**src/hw/rtl/clni_pkg.sv**
```systemverilog
// Package: shared types, constants and the power-up table of the character LCD interface.
`default_nettype none

package clni_pkg;

    localparam int LINE_LENGTH = 16;

    localparam logic [5:0] LINE_LEN = 6'(LINE_LENGTH);

    localparam int QUEUE_DEPTH = 2;
    localparam int QPTR_W      = $clog2(QUEUE_DEPTH);
    localparam int QCNT_W      = $clog2(QUEUE_DEPTH + 1);

    localparam logic [7:0] CMD_FUNCSET  = 8'h28;
    localparam logic [7:0] CMD_DISPON   = 8'h0E;
    localparam logic [7:0] CMD_CLEAR    = 8'h01;
    localparam logic [7:0] CMD_HOME     = 8'h02;
    localparam logic [7:0] CMD_ENTRY    = 8'h06;
    localparam logic [7:0] DDRAM_BASE   = 8'h80;
    localparam logic [7:0] LINE2_OFFSET = 8'h40;
    localparam logic [3:0] WAKE_NIBBLE  = 4'h3;
    localparam logic [3:0] MODE4_NIBBLE = 4'h2;

    localparam logic [1:0] WAIT_SHORT = 2'd0;
    localparam logic [1:0] WAIT_CLEAR = 2'd1;
    localparam logic [1:0] WAIT_POWER = 2'd2;

    localparam logic [1:0] ROW_ONE = 2'd1;
    localparam logic [1:0] ROW_TWO = 2'd2;

    localparam logic [3:0] INIT_LAST_STEP = 4'd11;

    typedef enum logic [1:0] {
        ACT_PRINT   = 2'd0,
        ACT_COMMAND = 2'd1,
        ACT_CURSOR  = 2'd2,
        ACT_INIT    = 2'd3
    } action_t;

    typedef enum logic [1:0] {
        JOB_PRINT   = 2'd0,
        JOB_COMMAND = 2'd1,
        JOB_REJECT  = 2'd2,
        JOB_INIT    = 2'd3
    } job_kind_t;

    // One classified request: what the back end has to emit
    typedef struct packed {
        job_kind_t  kind;
        logic [7:0] byte0;
        logic [7:0] byte1;
        logic [1:0] low_wait;
        logic [3:0] last_step;
        logic [1:0] row;
        logic [5:0] column;
    } job_t;

    typedef struct packed {
        logic valid;
        job_t job;
    } job_push_t;

    typedef struct packed {
        logic valid;
        job_t job;
    } job_head_t;

    typedef struct packed {
        logic [3:0] nibble;
        logic [1:0] wait_code;
    } init_item_t;

    function automatic init_item_t init_item(input logic [3:0] step);
        init_item_t it;
        it.wait_code = WAIT_SHORT;
        it.nibble    = 4'h0;
        case (step)
            4'd0:  begin it.nibble = WAKE_NIBBLE;        it.wait_code = WAIT_POWER; end
            4'd1:  it.nibble = WAKE_NIBBLE;
            4'd2:  it.nibble = WAKE_NIBBLE;
            4'd3:  it.nibble = MODE4_NIBBLE;
            4'd4:  it.nibble = CMD_FUNCSET[7:4];
            4'd5:  begin it.nibble = CMD_FUNCSET[3:0]; it.wait_code = WAIT_POWER; end
            4'd6:  it.nibble = CMD_DISPON[7:4];
            4'd7:  begin it.nibble = CMD_DISPON[3:0];  it.wait_code = WAIT_POWER; end
            4'd8:  it.nibble = CMD_CLEAR[7:4];
            4'd9:  begin it.nibble = CMD_CLEAR[3:0];   it.wait_code = WAIT_CLEAR; end
            4'd10: it.nibble = CMD_ENTRY[7:4];
            4'd11: begin it.nibble = CMD_ENTRY[3:0];   it.wait_code = WAIT_POWER; end
            default: it.nibble = 4'h0;
        endcase
        return it;
    endfunction

endpackage

`default_nettype wire

```
**src/hw/rtl/clni_req_if.sv**
```systemverilog
// Interface: request channel of the character LCD interface.
`default_nettype none

interface clni_req_if;
    logic       valid;
    logic       ready;
    logic [1:0] action;
    logic [7:0] data_byte;
    logic [1:0] target_row;
    logic [5:0] target_column;

    modport source (
        output valid, action, data_byte, target_row, target_column,
        input  ready
    );

    modport sink (
        input  valid, action, data_byte, target_row, target_column,
        output ready
    );
endinterface

`default_nettype wire

```
**src/hw/rtl/clni_res_if.sv**
```systemverilog
// Interface: nibble transfer result channel of the character LCD interface.
`default_nettype none

interface clni_res_if;
    logic       valid;
    logic       ready;
    logic       register_select;
    logic [3:0] nibble;
    logic [1:0] wait_code;
    logic       rejected;
    logic       last;
    logic [1:0] cursor_row;
    logic [5:0] cursor_column;

    modport source (
        output valid, register_select, nibble, wait_code, rejected, last,
               cursor_row, cursor_column,
        input  ready
    );

    modport sink (
        input  valid, register_select, nibble, wait_code, rejected, last,
               cursor_row, cursor_column,
        output ready
    );
endinterface

`default_nettype wire

```
**src/hw/rtl/clni_front.sv**
```systemverilog
// Front end: accepts requests, tracks the cursor and classifies each request into a job.
`default_nettype none

module clni_front (
    input  logic                clk,
    input  logic                rst_n,
    clni_req_if.sink            req,
    input  logic                q_full,
    output clni_pkg::job_push_t push
);
    import clni_pkg::*;

    logic [1:0] row_reg, row_next;
    logic [5:0] column_reg, column_next;
    logic [5:0] column_inc;
    logic [5:0] col_less;
    logic       accept;
    logic       cursor_ok;
    job_t       job;

    assign req.ready  = !q_full;
    assign accept     = req.valid && req.ready;
    assign column_inc = column_reg + 6'd1;
    assign col_less   = req.target_column - 6'd1;
    assign cursor_ok  = (req.target_row == ROW_ONE || req.target_row == ROW_TWO)
                        && (req.target_column != 6'd0)
                        && (req.target_column <= LINE_LEN);

    always_comb
    begin
        row_next      = row_reg;
        column_next   = column_reg;
        job.kind      = JOB_REJECT;
        job.byte0     = req.data_byte;
        job.byte1     = DDRAM_BASE;
        job.low_wait  = WAIT_SHORT;
        job.last_step = 4'd0;
        case (action_t'(req.action))
            ACT_PRINT:
            begin
                job.kind = JOB_PRINT;
                if (column_inc > LINE_LEN)
                begin
                    // wrap to the start of the other line and readdress DDRAM
                    column_next   = 6'd1;
                    row_next      = (row_reg == ROW_ONE) ? ROW_TWO : ROW_ONE;
                    job.byte1     = (row_next == ROW_TWO) ? (DDRAM_BASE | LINE2_OFFSET)
                                                          : DDRAM_BASE;
                    job.last_step = 4'd3;
                end
                else
                begin
                    column_next   = column_inc;
                    job.last_step = 4'd1;
                end
            end
            ACT_COMMAND:
            begin
                job.kind      = JOB_COMMAND;
                job.last_step = 4'd1;
                if (req.data_byte == CMD_CLEAR || req.data_byte == CMD_HOME)
                begin
                    job.low_wait = WAIT_CLEAR;
                    row_next     = ROW_ONE;
                    column_next  = 6'd1;
                end
            end
            ACT_CURSOR:
            begin
                if (cursor_ok)
                begin
                    job.kind      = JOB_COMMAND;
                    job.last_step = 4'd1;
                    job.byte0     = ((req.target_row == ROW_TWO) ? (DDRAM_BASE | LINE2_OFFSET)
                                                                 : DDRAM_BASE)
                                    | {2'b00, col_less};
                    row_next      = req.target_row;
                    column_next   = req.target_column;
                end
            end
            ACT_INIT:
            begin
                job.kind      = JOB_INIT;
                job.last_step = INIT_LAST_STEP;
                row_next      = ROW_ONE;
                column_next   = 6'd1;
            end
            default:
            begin
                job.kind = JOB_REJECT;
            end
        endcase
        job.row    = row_next;
        job.column = column_next;
    end

    assign push.valid = accept;
    assign push.job   = job;

    always_ff @(posedge clk or negedge rst_n)
    begin
        if (!rst_n)
        begin
            row_reg    <= ROW_ONE;
            column_reg <= 6'd1;
        end
        else if (accept)
        begin
            row_reg    <= row_next;
            column_reg <= column_next;
        end
    end

endmodule

`default_nettype wire

```
**src/hw/rtl/clni_queue.sv**
```systemverilog
// Job queue: short FIFO between the front end and the transfer sequencer.
`default_nettype none

module clni_queue (
    input  logic                clk,
    input  logic                rst_n,
    input  clni_pkg::job_push_t push,
    output logic                full,
    output clni_pkg::job_head_t head,
    input  logic                pop
);
    import clni_pkg::*;

    job_t              mem_reg [QUEUE_DEPTH];
    logic [QPTR_W-1:0] wr_ptr_reg, wr_ptr_next;
    logic [QPTR_W-1:0] rd_ptr_reg, rd_ptr_next;
    logic [QCNT_W-1:0] count_reg, count_next;
    logic              do_push, do_pop;

    assign full      = (count_reg == QCNT_W'(QUEUE_DEPTH));
    assign do_push   = push.valid && !full;
    assign do_pop    = pop && (count_reg != '0);
    assign head.valid = (count_reg != '0);
    assign head.job   = mem_reg[rd_ptr_reg];

    always_comb
    begin
        wr_ptr_next = wr_ptr_reg;
        rd_ptr_next = rd_ptr_reg;
        count_next  = count_reg;
        if (do_push)
        begin
            wr_ptr_next = (wr_ptr_reg == QPTR_W'(QUEUE_DEPTH - 1)) ? '0 : wr_ptr_reg + 1'b1;
        end
        if (do_pop)
        begin
            rd_ptr_next = (rd_ptr_reg == QPTR_W'(QUEUE_DEPTH - 1)) ? '0 : rd_ptr_reg + 1'b1;
        end
        case ({do_push, do_pop})
            2'b10:   count_next = count_reg + 1'b1;
            2'b01:   count_next = count_reg - 1'b1;
            default: count_next = count_reg;
        endcase
    end

    always_ff @(posedge clk)
    begin
        if (do_push)
        begin
            mem_reg[wr_ptr_reg] <= push.job;
        end
    end

    always_ff @(posedge clk or negedge rst_n)
    begin
        if (!rst_n)
        begin
            wr_ptr_reg <= '0;
            rd_ptr_reg <= '0;
            count_reg  <= '0;
        end
        else
        begin
            wr_ptr_reg <= wr_ptr_next;
            rd_ptr_reg <= rd_ptr_next;
            count_reg  <= count_next;
        end
    end

endmodule

`default_nettype wire

```
**src/hw/rtl/clni_back.sv**
```systemverilog
// Back end: steps through each job and issues one registered nibble transfer per cycle while the result sink is ready.
`default_nettype none

module clni_back (
    input  logic                clk,
    input  logic                rst_n,
    input  clni_pkg::job_head_t head,
    output logic                pop,
    clni_res_if.source          res
);
    import clni_pkg::*;

    logic [3:0] step_reg, step_next;
    logic       valid_reg;
    logic       rs_reg, rs_next;
    logic [3:0] nibble_reg, nibble_next;
    logic [1:0] wait_reg, wait_next;
    logic       rejected_reg, rejected_next;
    logic       last_reg;
    logic [1:0] row_reg;
    logic [5:0] column_reg;
    logic       load;
    logic       is_last;
    logic [7:0] sel_byte;
    init_item_t init_it;

    assign load    = head.valid && (!valid_reg || res.ready);
    assign is_last = (step_reg == head.job.last_step);
    assign pop     = load && is_last;
    assign init_it = init_item(step_reg);

    always_comb
    begin
        step_next = step_reg;
        if (load)
        begin
            step_next = is_last ? 4'd0 : step_reg + 4'd1;
        end
    end

    always_comb
    begin
        rs_next       = 1'b0;
        nibble_next   = 4'h0;
        wait_next     = WAIT_SHORT;
        rejected_next = 1'b0;
        sel_byte      = head.job.byte0;
        case (head.job.kind)
            JOB_PRINT:
            begin
                // character first, then the DDRAM address command after a wrap
                sel_byte    = step_reg[1] ? head.job.byte1 : head.job.byte0;
                rs_next     = !step_reg[1];
                nibble_next = step_reg[0] ? sel_byte[3:0] : sel_byte[7:4];
            end
            JOB_COMMAND:
            begin
                nibble_next = step_reg[0] ? sel_byte[3:0] : sel_byte[7:4];
                wait_next   = step_reg[0] ? head.job.low_wait : WAIT_SHORT;
            end
            JOB_REJECT:
            begin
                rejected_next = 1'b1;
            end
            JOB_INIT:
            begin
                nibble_next = init_it.nibble;
                wait_next   = init_it.wait_code;
            end
            default:
            begin
                rejected_next = 1'b0;
            end
        endcase
    end

    always_ff @(posedge clk)
    begin
        if (load)
        begin
            rs_reg       <= rs_next;
            nibble_reg   <= nibble_next;
            wait_reg     <= wait_next;
            rejected_reg <= rejected_next;
            last_reg     <= is_last;
            row_reg      <= head.job.row;
            column_reg   <= head.job.column;
        end
    end

    always_ff @(posedge clk or negedge rst_n)
    begin
        if (!rst_n)
        begin
            valid_reg <= 1'b0;
            step_reg  <= 4'd0;
        end
        else
        begin
            step_reg <= step_next;
            if (load)
            begin
                valid_reg <= 1'b1;
            end
            else if (res.ready)
            begin
                valid_reg <= 1'b0;
            end
        end
    end

    assign res.valid           = valid_reg;
    assign res.register_select = rs_reg;
    assign res.nibble          = nibble_reg;
    assign res.wait_code       = wait_reg;
    assign res.rejected        = rejected_reg;
    assign res.last            = last_reg;
    assign res.cursor_row      = row_reg;
    assign res.cursor_column   = column_reg;

endmodule

`default_nettype wire

```
**src/hw/rtl/char_lcd_nibble_interface_top.sv**
```systemverilog
// Two-line character LCD front end in 4-bit mode. Each request (print a character, send a
// command, set the cursor, run the power-up sequence) is classified in the cycle it is
// accepted and the cursor is updated there; the job then waits in a two-entry queue until
// the sequencer turns it into nibble transfers, high nibble first, one transfer per clock
// cycle while the result sink is ready, through a registered output. A request yields 1
// transfer (refused cursor), 2 (command, cursor, plain print), 4 (print that wraps the line)
// or 12 (power-up). Requests are taken one per cycle while the queue has room, so the
// sustained rate is set by the sequencer's output. Every transfer carries the
// cursor position as it stands after its request; each request's final transfer has last set.
`default_nettype none

module char_lcd_nibble_interface_top (
    input  logic       clk,
    input  logic       rst_n,
    clni_req_if.sink   req,
    clni_res_if.source res
);
    import clni_pkg::*;

    job_push_t push;
    job_head_t head;
    logic      q_full;
    logic      pop;

    clni_front u_front (
        .clk    (clk),
        .rst_n  (rst_n),
        .req    (req),
        .q_full (q_full),
        .push   (push)
    );

    clni_queue u_queue (
        .clk   (clk),
        .rst_n (rst_n),
        .push  (push),
        .full  (q_full),
        .head  (head),
        .pop   (pop)
    );

    clni_back u_back (
        .clk   (clk),
        .rst_n (rst_n),
        .head  (head),
        .pop   (pop),
        .res   (res)
    );

`ifndef SYNTHESIS
    // a refused request is a single transfer with nothing on the bus
    a_reject_single: assert property (@(posedge clk) disable iff (!rst_n)
        res.valid && res.rejected |-> res.last && !res.register_select
                                      && res.nibble == 4'h0 && res.wait_code == WAIT_SHORT)
        else $error("rejected transfer is not a lone empty item");

    a_cursor_row: assert property (@(posedge clk) disable iff (!rst_n)
        res.valid |-> (res.cursor_row == ROW_ONE || res.cursor_row == ROW_TWO))
        else $error("tracked cursor row out of range");

    a_cursor_col: assert property (@(posedge clk) disable iff (!rst_n)
        res.valid |-> (res.cursor_column != 6'd0 && res.cursor_column <= LINE_LEN))
        else $error("tracked cursor column out of range");

    // the queue never takes a job it has no room for
    a_no_overflow: assert property (@(posedge clk) disable iff (!rst_n)
        push.valid |-> !q_full)
        else $error("job pushed into a full queue");
`endif

endmodule

`default_nettype wire
```
**src/flat_wrapper.sv**
```systemverilog
// flat-port wrapper written by rule: the top's interface ports become plain ports
module char_lcd_nibble_interface_top_flat import clni_pkg::*;
  (clk, rst_n, req_valid, req_action, req_data_byte, req_target_row, req_target_column, req_ready, res_valid, res_register_select, res_nibble, res_wait_code, res_rejected, res_last, res_cursor_row, res_cursor_column, res_ready);
  clni_req_if req_i ();
  clni_res_if res_i ();
  input  logic clk;
  input  logic rst_n;
  input wire logic [$bits(req_i.valid)-1:0] req_valid;
  input wire logic [$bits(req_i.action)-1:0] req_action;
  input wire logic [$bits(req_i.data_byte)-1:0] req_data_byte;
  input wire logic [$bits(req_i.target_row)-1:0] req_target_row;
  input wire logic [$bits(req_i.target_column)-1:0] req_target_column;
  output wire logic [$bits(req_i.ready)-1:0] req_ready;
  output wire logic [$bits(res_i.valid)-1:0] res_valid;
  output wire logic [$bits(res_i.register_select)-1:0] res_register_select;
  output wire logic [$bits(res_i.nibble)-1:0] res_nibble;
  output wire logic [$bits(res_i.wait_code)-1:0] res_wait_code;
  output wire logic [$bits(res_i.rejected)-1:0] res_rejected;
  output wire logic [$bits(res_i.last)-1:0] res_last;
  output wire logic [$bits(res_i.cursor_row)-1:0] res_cursor_row;
  output wire logic [$bits(res_i.cursor_column)-1:0] res_cursor_column;
  input wire logic [$bits(res_i.ready)-1:0] res_ready;
  assign req_i.valid = req_valid;
  assign req_i.action = req_action;
  assign req_i.data_byte = req_data_byte;
  assign req_i.target_row = req_target_row;
  assign req_i.target_column = req_target_column;
  assign req_ready = req_i.ready;
  assign res_valid = res_i.valid;
  assign res_register_select = res_i.register_select;
  assign res_nibble = res_i.nibble;
  assign res_wait_code = res_i.wait_code;
  assign res_rejected = res_i.rejected;
  assign res_last = res_i.last;
  assign res_cursor_row = res_i.cursor_row;
  assign res_cursor_column = res_i.cursor_column;
  assign res_i.ready = res_ready;
  char_lcd_nibble_interface_top u_core (.clk(clk), .rst_n(rst_n), .req(req_i), .res(res_i));
endmodule
```
**config.mk**
```make
export PLATFORM = sky130hd
export DESIGN_NAME = char_lcd_nibble_interface_top_flat
export DESIGN_NICKNAME = d
export VERILOG_FILES = /design/src/hw/rtl/clni_pkg.sv /design/src/hw/rtl/clni_req_if.sv /design/src/hw/rtl/clni_res_if.sv /design/src/hw/rtl/clni_front.sv /design/src/hw/rtl/clni_queue.sv /design/src/hw/rtl/clni_back.sv /design/src/hw/rtl/char_lcd_nibble_interface_top.sv /design/src/flat_wrapper.sv
export SDC_FILE = /design/constraint.sdc
export NUM_CORES = 1
export LEC_CHECK = 0
export BUFFER_PORTS_ARGS = -buffer_cell sky130_fd_sc_hd__buf_2
export CAP_MARGIN = 10
export CORE_MARGIN = 4
export CORE_UTILIZATION = 52
export CTS_BUF_LIST = sky130_fd_sc_hd__clkbuf_2 sky130_fd_sc_hd__clkbuf_4 sky130_fd_sc_hd__clkbuf_8
export DETAILED_ROUTE_END_ITERATION = 8
export PLACE_DENSITY = 0.74
export REMOVE_ABC_BUFFERS = 1
export SLEW_MARGIN = 20
export SYNTH_ARGS = -nofsm -noshare
export SYNTH_HDL_FRONTEND = slang
export SYNTH_SLANG_ARGS = --single-unit
```
**constraint.sdc**
```tcl
create_clock -name clk -period 4.1 [get_ports clk]
set_input_delay 0.41 -clock clk [delete_from_list [all_inputs] [get_ports clk]]
set_output_delay 0.41 -clock clk [all_outputs]
set_load 0.02 [all_outputs]
```
* Word-level counts from Yosys, hierarchy flattened
Memory sizes are Yosys's and may differ from the RTL's. Index checks and enable logic that the tools add are counted.
Storage, ports and cells: output and inout port bits 19, register bits 34, bits of input ports 22, memories kept 1, memory bits (writable) 64
Operators by class: $lt $le $gt $ge 2, reductions and logical operators 23, bitwise operators 1, multiplexer cells 38, add/sub/neg operators 7, equality and inequality tests 24
Memories:
- u_core.u_queue.mem_reg | words 2, width 32, read ports 1, clocked after Yosys merged registers in 0, write ports 1, RTL line clni_queue.sv:14 | job_t mem_reg [QUEUE_DEPTH];
Operators by type and width (number):
- 8-bit two-way mux | 3
- 4-bit one-hot mux with 6 select lines | 1
- 6-bit one-hot mux with 4 select lines | 1
- 7-bit two-way mux | 3
- 6-bit two-way mux | 3
- 2-bit == test, second input constant | 8
- 2-bit one-hot mux with 4 select lines | 2
- 4-bit one-hot mux with 4 select lines | 1
- 2-bit two-way mux | 7
- 4-bit by 3-bit == test with 1-bit output, second input constant | 3
- 4-bit two-way mux | 3
- 2-bit one-hot mux with 2 select lines | 3
- 4-bit one-hot mux with 3 select lines | 1
- 2-bit by 1-bit == test with 1-bit output, second input constant | 5
- 10-bit two-way mux | 1
- 1-bit two-way mux | 9
- 4-bit by 2-bit == test with 1-bit output, second input constant | 2
- 4-bit == test, second input constant | 2
- 8-bit by 1-bit == test with 1-bit output, second input constant | 1
- 8-bit by 2-bit == test with 1-bit output, second input constant | 1
- 8-bit by 6-bit bitwise OR with 8-bit output | 1
- 1-bit logical AND | 7
- 6-bit by 1-bit adder with 6-bit output, second input constant | 1
- 6-bit by 5-bit greater-than comparator with 1-bit output, second input constant | 1
- 17 further kinds | 25

* Longest topological paths before layout
Gate-level depths: netlist of run 1.
word-level depth 7, gate-level depth with buffers 9, gate-level depth less buffers 8

* Modules after synthesis
Synthesis of run 1 repeated with hierarchy kept, for this count alone.
Unflattened totals: cell total of the unflattened synthesis 370, area, all modules 4810.9 µm²
By module, submodules not included:
- clni_queue | cells an instance 118, times used 1, area an instance 2519.9 µm²
- clni_back | cells an instance 99, times used 1, area an instance 1181.1 µm²
- clni_front | cells an instance 153, times used 1, area an instance 1109.8 µm²

* Least setup slack after synthesis of run 1
Ideal clock, no wire load.
path kind register to register, start reg u_core.u_queue.count_reg[0], end mem u_core.u_queue.mem_reg[0][0] in the netlist's numbering, enable pin, path buffers 1, cell stages (with the launch flop) 5, arrival 2074 ps, slack 1623 ps, setup time 403 ps, path through dfrtp_1 > nand2b_1 > nand2_1 > clkbuf_1 > nor2_1
On the way: word-level cells in the longest chain between the ends 6
Ends and longest elaborated chain:
- start: declaration | RTL line clni_queue.sv:17 | logic [QCNT_W-1:0] count_reg, count_next;
- start signal: assignment | RTL line clni_queue.sv:66 | count_reg <= count_next;
- 2-bit == test (*) | RTL line clni_queue.sv:20 | assign full = (count_reg == QCNT_W'(QUEUE_DEPTH));
- 1-bit logical NOT (*) | RTL line clni_front.sv:21 | assign req.ready = !q_full;
- via req_ready | RTL line flat_wrapper.sv:13 | output wire logic [$bits(req_i.ready)-1:0] req_ready;
- 1-bit logical AND | RTL line clni_front.sv:22 | assign accept = req.valid && req.ready;
- 1-bit logical AND (*) | RTL line clni_queue.sv:21 | assign do_push = push.valid && !full;
- 1-bit two-way mux (*) | RTL line clni_queue.sv:48 | if (do_push)
- 1-bit two-way mux (implied by the code) (*) | RTL line clni_queue.sv:50 | mem_reg[wr_ptr_reg] <= push.job;
- end: declaration | RTL line clni_queue.sv:14
The timed path passes the listed nets; every way through them passes the cells marked *.

==> flow_summary.ini, run 1 <==
[sta]
max_freq_mhz = 397.1
slew_headroom = 0.4013
skew_ns = 0.01030
period_needed_ns = 2.518
min_period_over_period = 0.6142
hold_viol = 0
fin_tns_setup_ns = 0
maxSlewViolCount = 0
rsz0062_at_grt = no
final.setup.worst_slack_ns = 1.582
tightest_slew_ns = 0.8970
hold_ws_ns = 0.3172
setup_viol = 0

[flow_run]
cap_violations = 0

[synthesis]
synth_ff_type = edfxtp_1
synth_top_area_share = 0.4925
synthArstFlopShare = 0.2125
synth-edff-count = 63
syn-cell-area_um2 = 3841
synthTopCellsByArea = edfxtp_1 49%, dfrtp_1 9.8%, mux2_2 3.8%
synth_top_cell_by_area = edfxtp_1
ys_warn_count = 0
yosysSeqAreaShare = 0.6039
avgSynthCellArea_um2 = 12.68
synth_common_cells = 63 x edfxtp_1, 24 x nor2_1, 15 x a21oi_1, 15 x dfrtp_1, 15 x o21ai_0
synth_cell_types = 54
syn_inst = 303
yosysMostFrequentCell = edfxtp_1
synth-seq-cells = 80

[min_path]
worstHoldStart = res_ready
hold_depth = 3
hp-class = in2reg
hold_end = u_core.u_back.res.valid

[power_and_ir_drop]
swShare = 0.3724
clkPwrFrac = 0.185
ir_worst_vdd_mv = 0.2534
switchingPower_mw = 1.093
p_leak_nw = 1.691
p_per_area_nw_per_um2 = 675.1
comb_power_share = 0.344
p_seq_frac = 0.471
intPower_mw = 1.841

[outcome]
status = completed

[layout]
stdcell_count = 452
final_nets = 379
regArea_um2 = 2320
multi_input_area_um2 = 1439
drive_above_1_share = 0.2465
antennaDiodeCount = 0
largest_register_ffs = 46
fill_cells = 592
area_delta_synth_final_pct = 13.13
final_area_um2 = 4345

[clock_network]
cts_root_buf = clkbuf_8
numCtsBuffers = 9
tritoncts = yes
post-cts-setup-buffers = 0
cts_buffer_depth = 2
cts.sinks = 80
htree_levels = 3
clk_pin_slew_ns = 0.09
insertion_delay_ns = 0.35

[critical_path]
r2r-end = u_core.u_queue.mem_reg[1][3]
path_class = reg2reg
cp-startpoint = u_core.u_front.column_reg[0]
endpoint_kind = flip-flop
cp_top_family = compound AO/OA/AOI/OAI gates
critPathMaxStageDelay_ns = 0.62
startpoint_type = flip-flop
reg2regPathDepth = 6
r2r-start = u_core.u_front.column_reg[0]
critical-path-slowest-cell = dfstp_2
worstPathRequired_ns = 4.19
crit_buf_inv = 1
r2r_slack_ns = 1.58
crit_chain = ha_1, nand3_1, o211ai_1, nand2_1, a222oi_1, inv_1
worst_ep_arrival_time_ns = 2.61
critPathMaxFanout = 9

[place]
gp_congestion = 0.8700
place_inst = 435
hpwl_um = 5467
placed_cell_area_um2 = 4148
pre_cts_ws_ns = 1.142
port_buffers = 40

[floorplan]
io_pins = 41
die_w_um = 93.95
die_area_um2 = 8826
row_count = 31
start_util = 0.5324
coreArea_um2 = 7214
die_h_um = 93.95

[global_route]
antenna_found_initial = 0
gr-total-overflow = 0
grt_util_met3 = 0.03125
grt_max_degree = 24
grt_first_pass_wirelength_um = 12900
grt-busiest-layer = met2
first_global_vias = 2585
grt_use_met2 = 0.2963
grt_usage = 0.1936
grtUsageMet1 = 0.2663

[route]
drc = 0
drt-total-wl_um = 7967
viasPerCell = 5.777
vias = 2611
antenna_left = 0
firstDrtPassIters = 5
drt-wirelength-per-cell_um = 17.63
dr.first_iter.drc_count = 139
per-layer routing:
metal  vias up  share of wire
met3        24          0.039
met2        86           0.47
li1       1236              -
met4         0          0.035
met5         -              0
met1      1265           0.45
what timing repair did:
action	4_1_cts	5_1_grt
hold buffers	1	0
hold endpoints to repair	10	0
gates resized for setup	0	0
worst max-delay path by stage:
stage                                     to  cells past startpoint
2_1_floorplan    u_core.u_queue.count_reg[1]                      7
3_5_place_dp   u_core.u_queue.mem_reg[0][28]                      7
3_3_place_gp   u_core.u_queue.mem_reg[0][27]                      7
5_1_grt          u_core.u_queue.count_reg[1]                      7
4_1_cts        u_core.u_queue.mem_reg[1][28]                      7
6_report        u_core.u_queue.mem_reg[1][3]                      6
cell families after synthesis:
| group | count (synthesis) | share of synthesized area |
|---|---|---|
| AO/OA/AOI/OAI | 68 | 0.1238 |
| adder cells (fa/ha/maj) | 9 | 0.02932 |
| multiplexers | 25 | 0.07687 |
| AND/OR/NAND/NOR | 86 | 0.1156 |
| buffers and inverters | 23 | 0.02313 |
| XOR/XNOR | 12 | 0.02736 |
| flip-flops | 80 | 0.6039 |
power groups by stage:
stage	clock, mW	sequential, mW	combinational, mW
3_5_place_dp	0	1.39	1.00
6_report	0.543	1.38	1.01
5_1_grt	0.596	1.41	1.12
3_3_place_gp	0	1.38	0.983
2_1_floorplan	0	1.49	0.590
4_1_cts	0.553	1.38	1.01
worst min-delay path: stages:
cell	delay, ns
buf_2	0.07
nand2b_1	0.10
nand2_1	0.05
layout make-up:
| cell class | count | area share |
|---|---|---|
| clock buffer | 9 | 0.02851 |
| clock inverter | 7 | 0.01411 |
| inverter | 14 | 0.01209 |
| multi-input combinational | 200 | 0.3311 |
| sequential | 80 | 0.5338 |
| tap | 99 | 0.02851 |
| timing repair buffer | 43 | 0.05183 |
cells in the final DEF (no fill, tap or decap), types with 4 or more instances in the layout:
master,synthesis,routed
a32oi_1,4,4
nand3_1,4,4
dfrtp_1,15,15
mux2i_1,9,9
or2_2,4,4
inv_1,14,14
nor2_1,24,22
nand2_1,14,14
and2_1,7,7
ha_1,9,9
buf_2,2,40
nor2b_1,8,8
mux2_2,13,13
edfxtp_1,63,63
clkbuf_8,0,9
nor3_1,6,6
o21ai_0,15,15
xnor2_1,10,10
a21oi_1,15,15
stage by stage:
step | power [mW] | util
finish | 2.934 | 0.6023
global route | 3.122 | 0.6023
CTS | 2.946 | 0.6020
detailed placement | 2.398 | 0.5749
global placement | 2.363 | 0.5747
floorplan | 2.076 | -
No activity file was read; power rests on OpenSTA's default activity.
==> inputs of run 2 (changes only) <==
Settings changed: PLACE_DENSITY 0.74 to 0.77.
Clock period 4.1 ns to 2.2 ns, I/O delays scaled along.
==> flow_summary.ini, run 2 (synthesis results as in run 1) <==
[global_route]
grt_first_pass_wirelength_um = 13160
grt_max_degree = 24
first_global_vias = 2712
gr-total-overflow = 0
grt_usage = 0.1975
antenna_found_initial = 0

[layout]
stdcell_count = 477
drive_above_1_share = 0.3042
area_delta_synth_final_pct = 19.35
antennaDiodeCount = 0
fin_util = 0.6354
final_cell_mix = 63 x edfxtp_1, 40 x buf_2, 26 x buf_4, 23 x nor2_1
final_nets = 404
layout_commonest_cell = edfxtp_1
largest_register_ffs = 46

[critical_path]
crit_buf_inv = 1
worstPathRequired_ns = 2.30
cp_top_family = compound AO/OA/AOI/OAI gates
worst_ep_arrival_time_ns = 2.17
r2r-start = u_core.u_front.column_reg[0]
critPathMaxFanout = 5
startpoint_type = flip-flop
r2r-end = u_core.u_queue.mem_reg[0][3]
cp-endpoint = u_core.u_queue.mem_reg[0][3]
endpoint_kind = flip-flop
critical-path-slowest-cell = dfstp_2
r2r_slack_ns = 0.13
crit_chain = ha_4, nand3_1, o211ai_1, nand2_2, a222oi_1, inv_1
reg2regPathDepth = 6
path_class = reg2reg
path_depth = 6
cp-startpoint = u_core.u_front.column_reg[0]
critPathMaxStageDelay_ns = 0.61

[sta]
period_needed_ns = 2.070
min_period_over_period = 0.9410
tightest_slew_ns = 0.5788
rsz0062_at_grt = no
hold_viol = 0
setup_viol = 0
maxSlewViolCount = 0
slew_headroom = 0.6111
final.setup.worst_slack_ns = 0.1298
skew_ns = 0.007742
max_freq_mhz = 483.0
hold_ws_ns = 0.1337

[place]
place_inst = 454
gp_congestion = 0.8759
pre_cts_ws_ns = -0.003022
hpwl_um = 5924
port_buffers = 40

[route]
drt-wirelength-per-cell_um = 17.79
viasPerCell = 5.667
firstDrtPassIters = 4
drc = 0
vias = 2703
antenna_left = 0
drt-total-wl_um = 8484
dr.first_iter.drc_count = 126

[clock_network]
htree_levels = 3
numCtsBuffers = 9
cts_root_buf = clkbuf_8
insertion_delay_ns = 0.35
cts.sinks = 80
cts_buffer_depth = 2
clk_pin_slew_ns = 0.08
tritoncts = yes

[floorplan]
die_area_um2 = 8826
coreArea_um2 = 7214
die_w_um = 93.95
start_util = 0.5324
io_pins = 41
row_count = 31
die_h_um = 93.95

[min_path]
hp-class = in2reg

[power_and_ir_drop]
p_leak_nw = 1.819
finalPower_mw = 5.762
ir_worst_vdd_mv = 0.7766
p_per_area_nw_per_um2 = 1257

[flow_run]
cap_violations = 0

[outcome]
status = completed
## run 2: cell type report
cell class / instances / area, µm²
fill: 561 / 2630
sequential: 80 / 2321
multi-input combinational: 200 / 1460
timing repair buffer: 68 / 425.4
clock buffer: 10 / 131.4
tap: 99 / 123.9
clock inverter: 6 / 70.07
inverter: 14 / 52.55
## run 2: worst min-delay path, delay by kind of cell
family,cells,cell delay (ns)
buf+inv,1,0.07
simple gates,2,0.15
## run 2: worst min-delay path by stage
stage          startpoint                   endpoint  slack, ns  cells past startpoint
2_1_floorplan       rst_n    u_core.u_back.res.valid      -0.08                      0
5_1_grt         res_ready    u_core.u_back.res.valid       0.16                      3
6_report        res_ready    u_core.u_back.res.valid       0.13                      3
4_1_cts         res_ready    u_core.u_back.res.valid       0.13                      3
3_5_place_dp        rst_n    u_core.u_back.res.valid       0.18                      1
3_3_place_gp        rst_n  u_core.u_queue.wr_ptr_reg       0.19                      1
## run 2: repair_timing
item,CTS,global route
endpoints found under the setup margin,0,10
buffers inserted,0,6
gates resized for setup,0,7
hold buffers,1,0
hold endpoints to repair,15,0
## run 2: through the flow
stage / setup TNS [ns] / cell area, µm²
after detailed placement: -0.01113 / 4302
final: 0 / 4584
after CTS: 0 / 4513
after global placement: 0 / 4302
after global routing: 0 / 4584
after floorplan: -6.002 / 3805
## run 2: where the power goes
| part | internal [mW] | switching, mW |
|---|---|---|
| Sequential | 2.26 | 0.278 |
| Combinational | 0.914 | 1.22 |
| Clock | 0.540 | 0.552 |
| Total | 3.71 | 2.05 |
## run 2: routing by layer
| metal | vias up | part of all wire | GRT usage |
|---|---|---|---|
| met5 | - | 0 | 0 |
| met3 | 13 | 0.041 | 0.03125 |
| met2 | 74 | 0.51 | 0.3371 |
| met1 | 1327 | 0.43 | 0.2454 |
| met4 | 0 | 0.021 | 0.09146 |
| li1 | 1289 | - | - |
==> inputs of run 3 (changes only) <==
Settings changed: BUFFER_PORTS_ARGS -buffer_cell sky130_fd_sc_hd__buf_2 to -buffer_cell sky130_fd_sc_hd__buf_4.
==> flow_summary.ini, run 3 (synthesis results as in run 1) <==
[sta]
max_freq_mhz = 461.7
setup_viol = 0
hold_ws_ns = 0.1330
hold_viol = 0
fin_tns_setup_ns = 0
skew_ns = 0.01054
slew_headroom = 0.5425
final.setup.worst_slack_ns = 0.03398
min_period_over_period = 0.9846
period_needed_ns = 2.166
tightest_slew_ns = 0.6855
maxSlewViolCount = 0

[floorplan]
start_util = 0.5324
io_pins = 41
die_area_um2 = 8826
row_count = 31
coreArea_um2 = 7214
die_w_um = 93.95
die_h_um = 93.95

[flow_run]
cap_violations = 0

[critical_path]
r2r-end = u_core.u_queue.mem_reg[1][4]
startpoint_type = flip-flop
critical-path-slowest-cell = dfstp_2
r2r-start = u_core.u_front.column_reg[0]
worstPathRequired_ns = 2.35
critPathMaxStageDelay_ns = 0.59
worst_ep_arrival_time_ns = 2.32
reg2regPathDepth = 8
cp_common_cell = buf_4
path_class = reg2reg
critPathMaxFanout = 5
crit_chain = ha_1, buf_4, and2_1, o2111ai_2, nand2_2, buf_4, a21oi_1, o21ai_0
r2r_slack_ns = 0.03
endpoint_kind = flip-flop

[layout]
fin_util = 0.6505
final_area_um2 = 4693
drive_above_1_share = 0.3113
area_delta_synth_final_pct = 22.18
stdcell_count = 478
layout_commonest_cell = buf_4
largest_register_ffs = 46
antennaDiodeCount = 0
final_nets = 405
final_cell_mix = 67 x buf_4, 63 x edfxtp_1, 22 x nor2_1

[route]
drt-total-wl_um = 8414
viasPerCell = 5.674
drt-wirelength-per-cell_um = 17.60
drc = 0
dr.first_iter.drc_count = 138
antenna_left = 0
firstDrtPassIters = 4
vias = 2712

[min_path]
hold_end = u_core.u_back.res.valid
hold_depth = 3
hp-class = in2reg
worstHoldStart = res_ready

[power_and_ir_drop]
p_leak_nw = 1.852
finalPower_mw = 5.862
p_per_area_nw_per_um2 = 1249
comb_power_share = 0.382
intPower_mw = 3.790
swShare = 0.3535
ir_worst_vdd_mv = 0.7308
switchingPower_mw = 2.072
p_seq_frac = 0.432
clkPwrFrac = 0.186

[clock_network]
clk_pin_slew_ns = 0.08
cts_root_buf = clkbuf_8
tritoncts = yes
cts_buffer_depth = 2
htree_levels = 3
cts.sinks = 80
numCtsBuffers = 9
insertion_delay_ns = 0.35

[global_route]
grt_usage = 0.1965
grt_max_degree = 24
first_global_vias = 2660
grt_first_pass_wirelength_um = 13060
antenna_found_initial = 0
gr-total-overflow = 0

[place]
hpwl_um = 5981
port_buffers = 40
pre_cts_ws_ns = -0.4013
placed_cell_area_um2 = 4402
gp_congestion = 0.9249
place_inst = 454

[outcome]
status = completed
run 3: cell count changes in the layout (fill, tap and decap cells not counted), moves of 2 or more:
| cell | delta |
|---|---|
| inv_6 | +2 |
| clkinv_4 | -2 |
| buf_4 | +41 |
| buf_2 | -40 |
run 3: final cells by class:
| class | instances | area (µm²) |
|---|---|---|
| flip-flops and latches | 80 | 2321 |
| well taps | 99 | 123.9 |
| clock buffers | 9 | 123.9 |
| clock inverters | 7 | 77.57 |
| repair buffers | 69 | 533.0 |
| fillers | 562 | 2521 |
| inverters | 14 | 52.55 |
| multi-input cells | 200 | 1461 |
run 3: critical path: cells and delay by family, from the launching register on:
| kind | cells | cell delay (ns) |
|---|---|---|
| DFF | 1 | 0.59 |
| AOI/OAI and AO/OA | 3 | 0.52 |
| and+or+nand+nor | 2 | 0.36 |
| buffers and inverters | 2 | 0.29 |
| adders and majority gates | 1 | 0.21 |
run 3: power by group through the flow:
stage,clock network (mW),logic (mW),registers [mW]
finish,1.09,2.24,2.53
detailed placement,0,2.15,2.57
CTS,1.11,2.16,2.54
global route,1.17,2.45,2.58
floorplan,0,1.10,2.77
global placement,0,2.10,2.54
run 3: routing by layer:
layer / share of wire / GRT usage / vias to the layer above
met5: 0 / 0 / -
met4: 0.024 / 0.08063 / 0
met3: 0.072 / 0.04567 / 20
met2: 0.49 / 0.3247 / 110
met1: 0.41 / 0.2487 / 1305
li1: - / - / 1277
run 3: how the worst max path moves through the flow:
stage,startpoint,to,cells after the start
finish,u_core.u_front.column_reg[0],u_core.u_queue.mem_reg[1][4],8
global placement,req_target_row[0],u_core.u_queue.mem_reg[0][27],7
CTS,u_core.u_front.column_reg[1],u_core.u_queue.mem_reg[0][3],7
detailed placement,req_target_row[0],u_core.u_queue.mem_reg[1][28],7
global route,u_core.u_front.column_reg[0],u_core.u_queue.mem_reg[1][1],6
floorplan,u_core.u_queue.rd_ptr_reg,u_core.u_queue.count_reg[1],7
run 3: repair_timing:
| item | in CTS | in global routing |
|---|---|---|
| hold buffers | 1 | 0 |
| gates resized for setup | 2 | 6 |
| hold endpoints to repair | 17 | 0 |
| gates cloned | 0 | 0 |
| endpoints found under the setup margin | 8 | 9 |
| pin swaps | 0 | 3 |
| setup buffers | 0 | 7 |
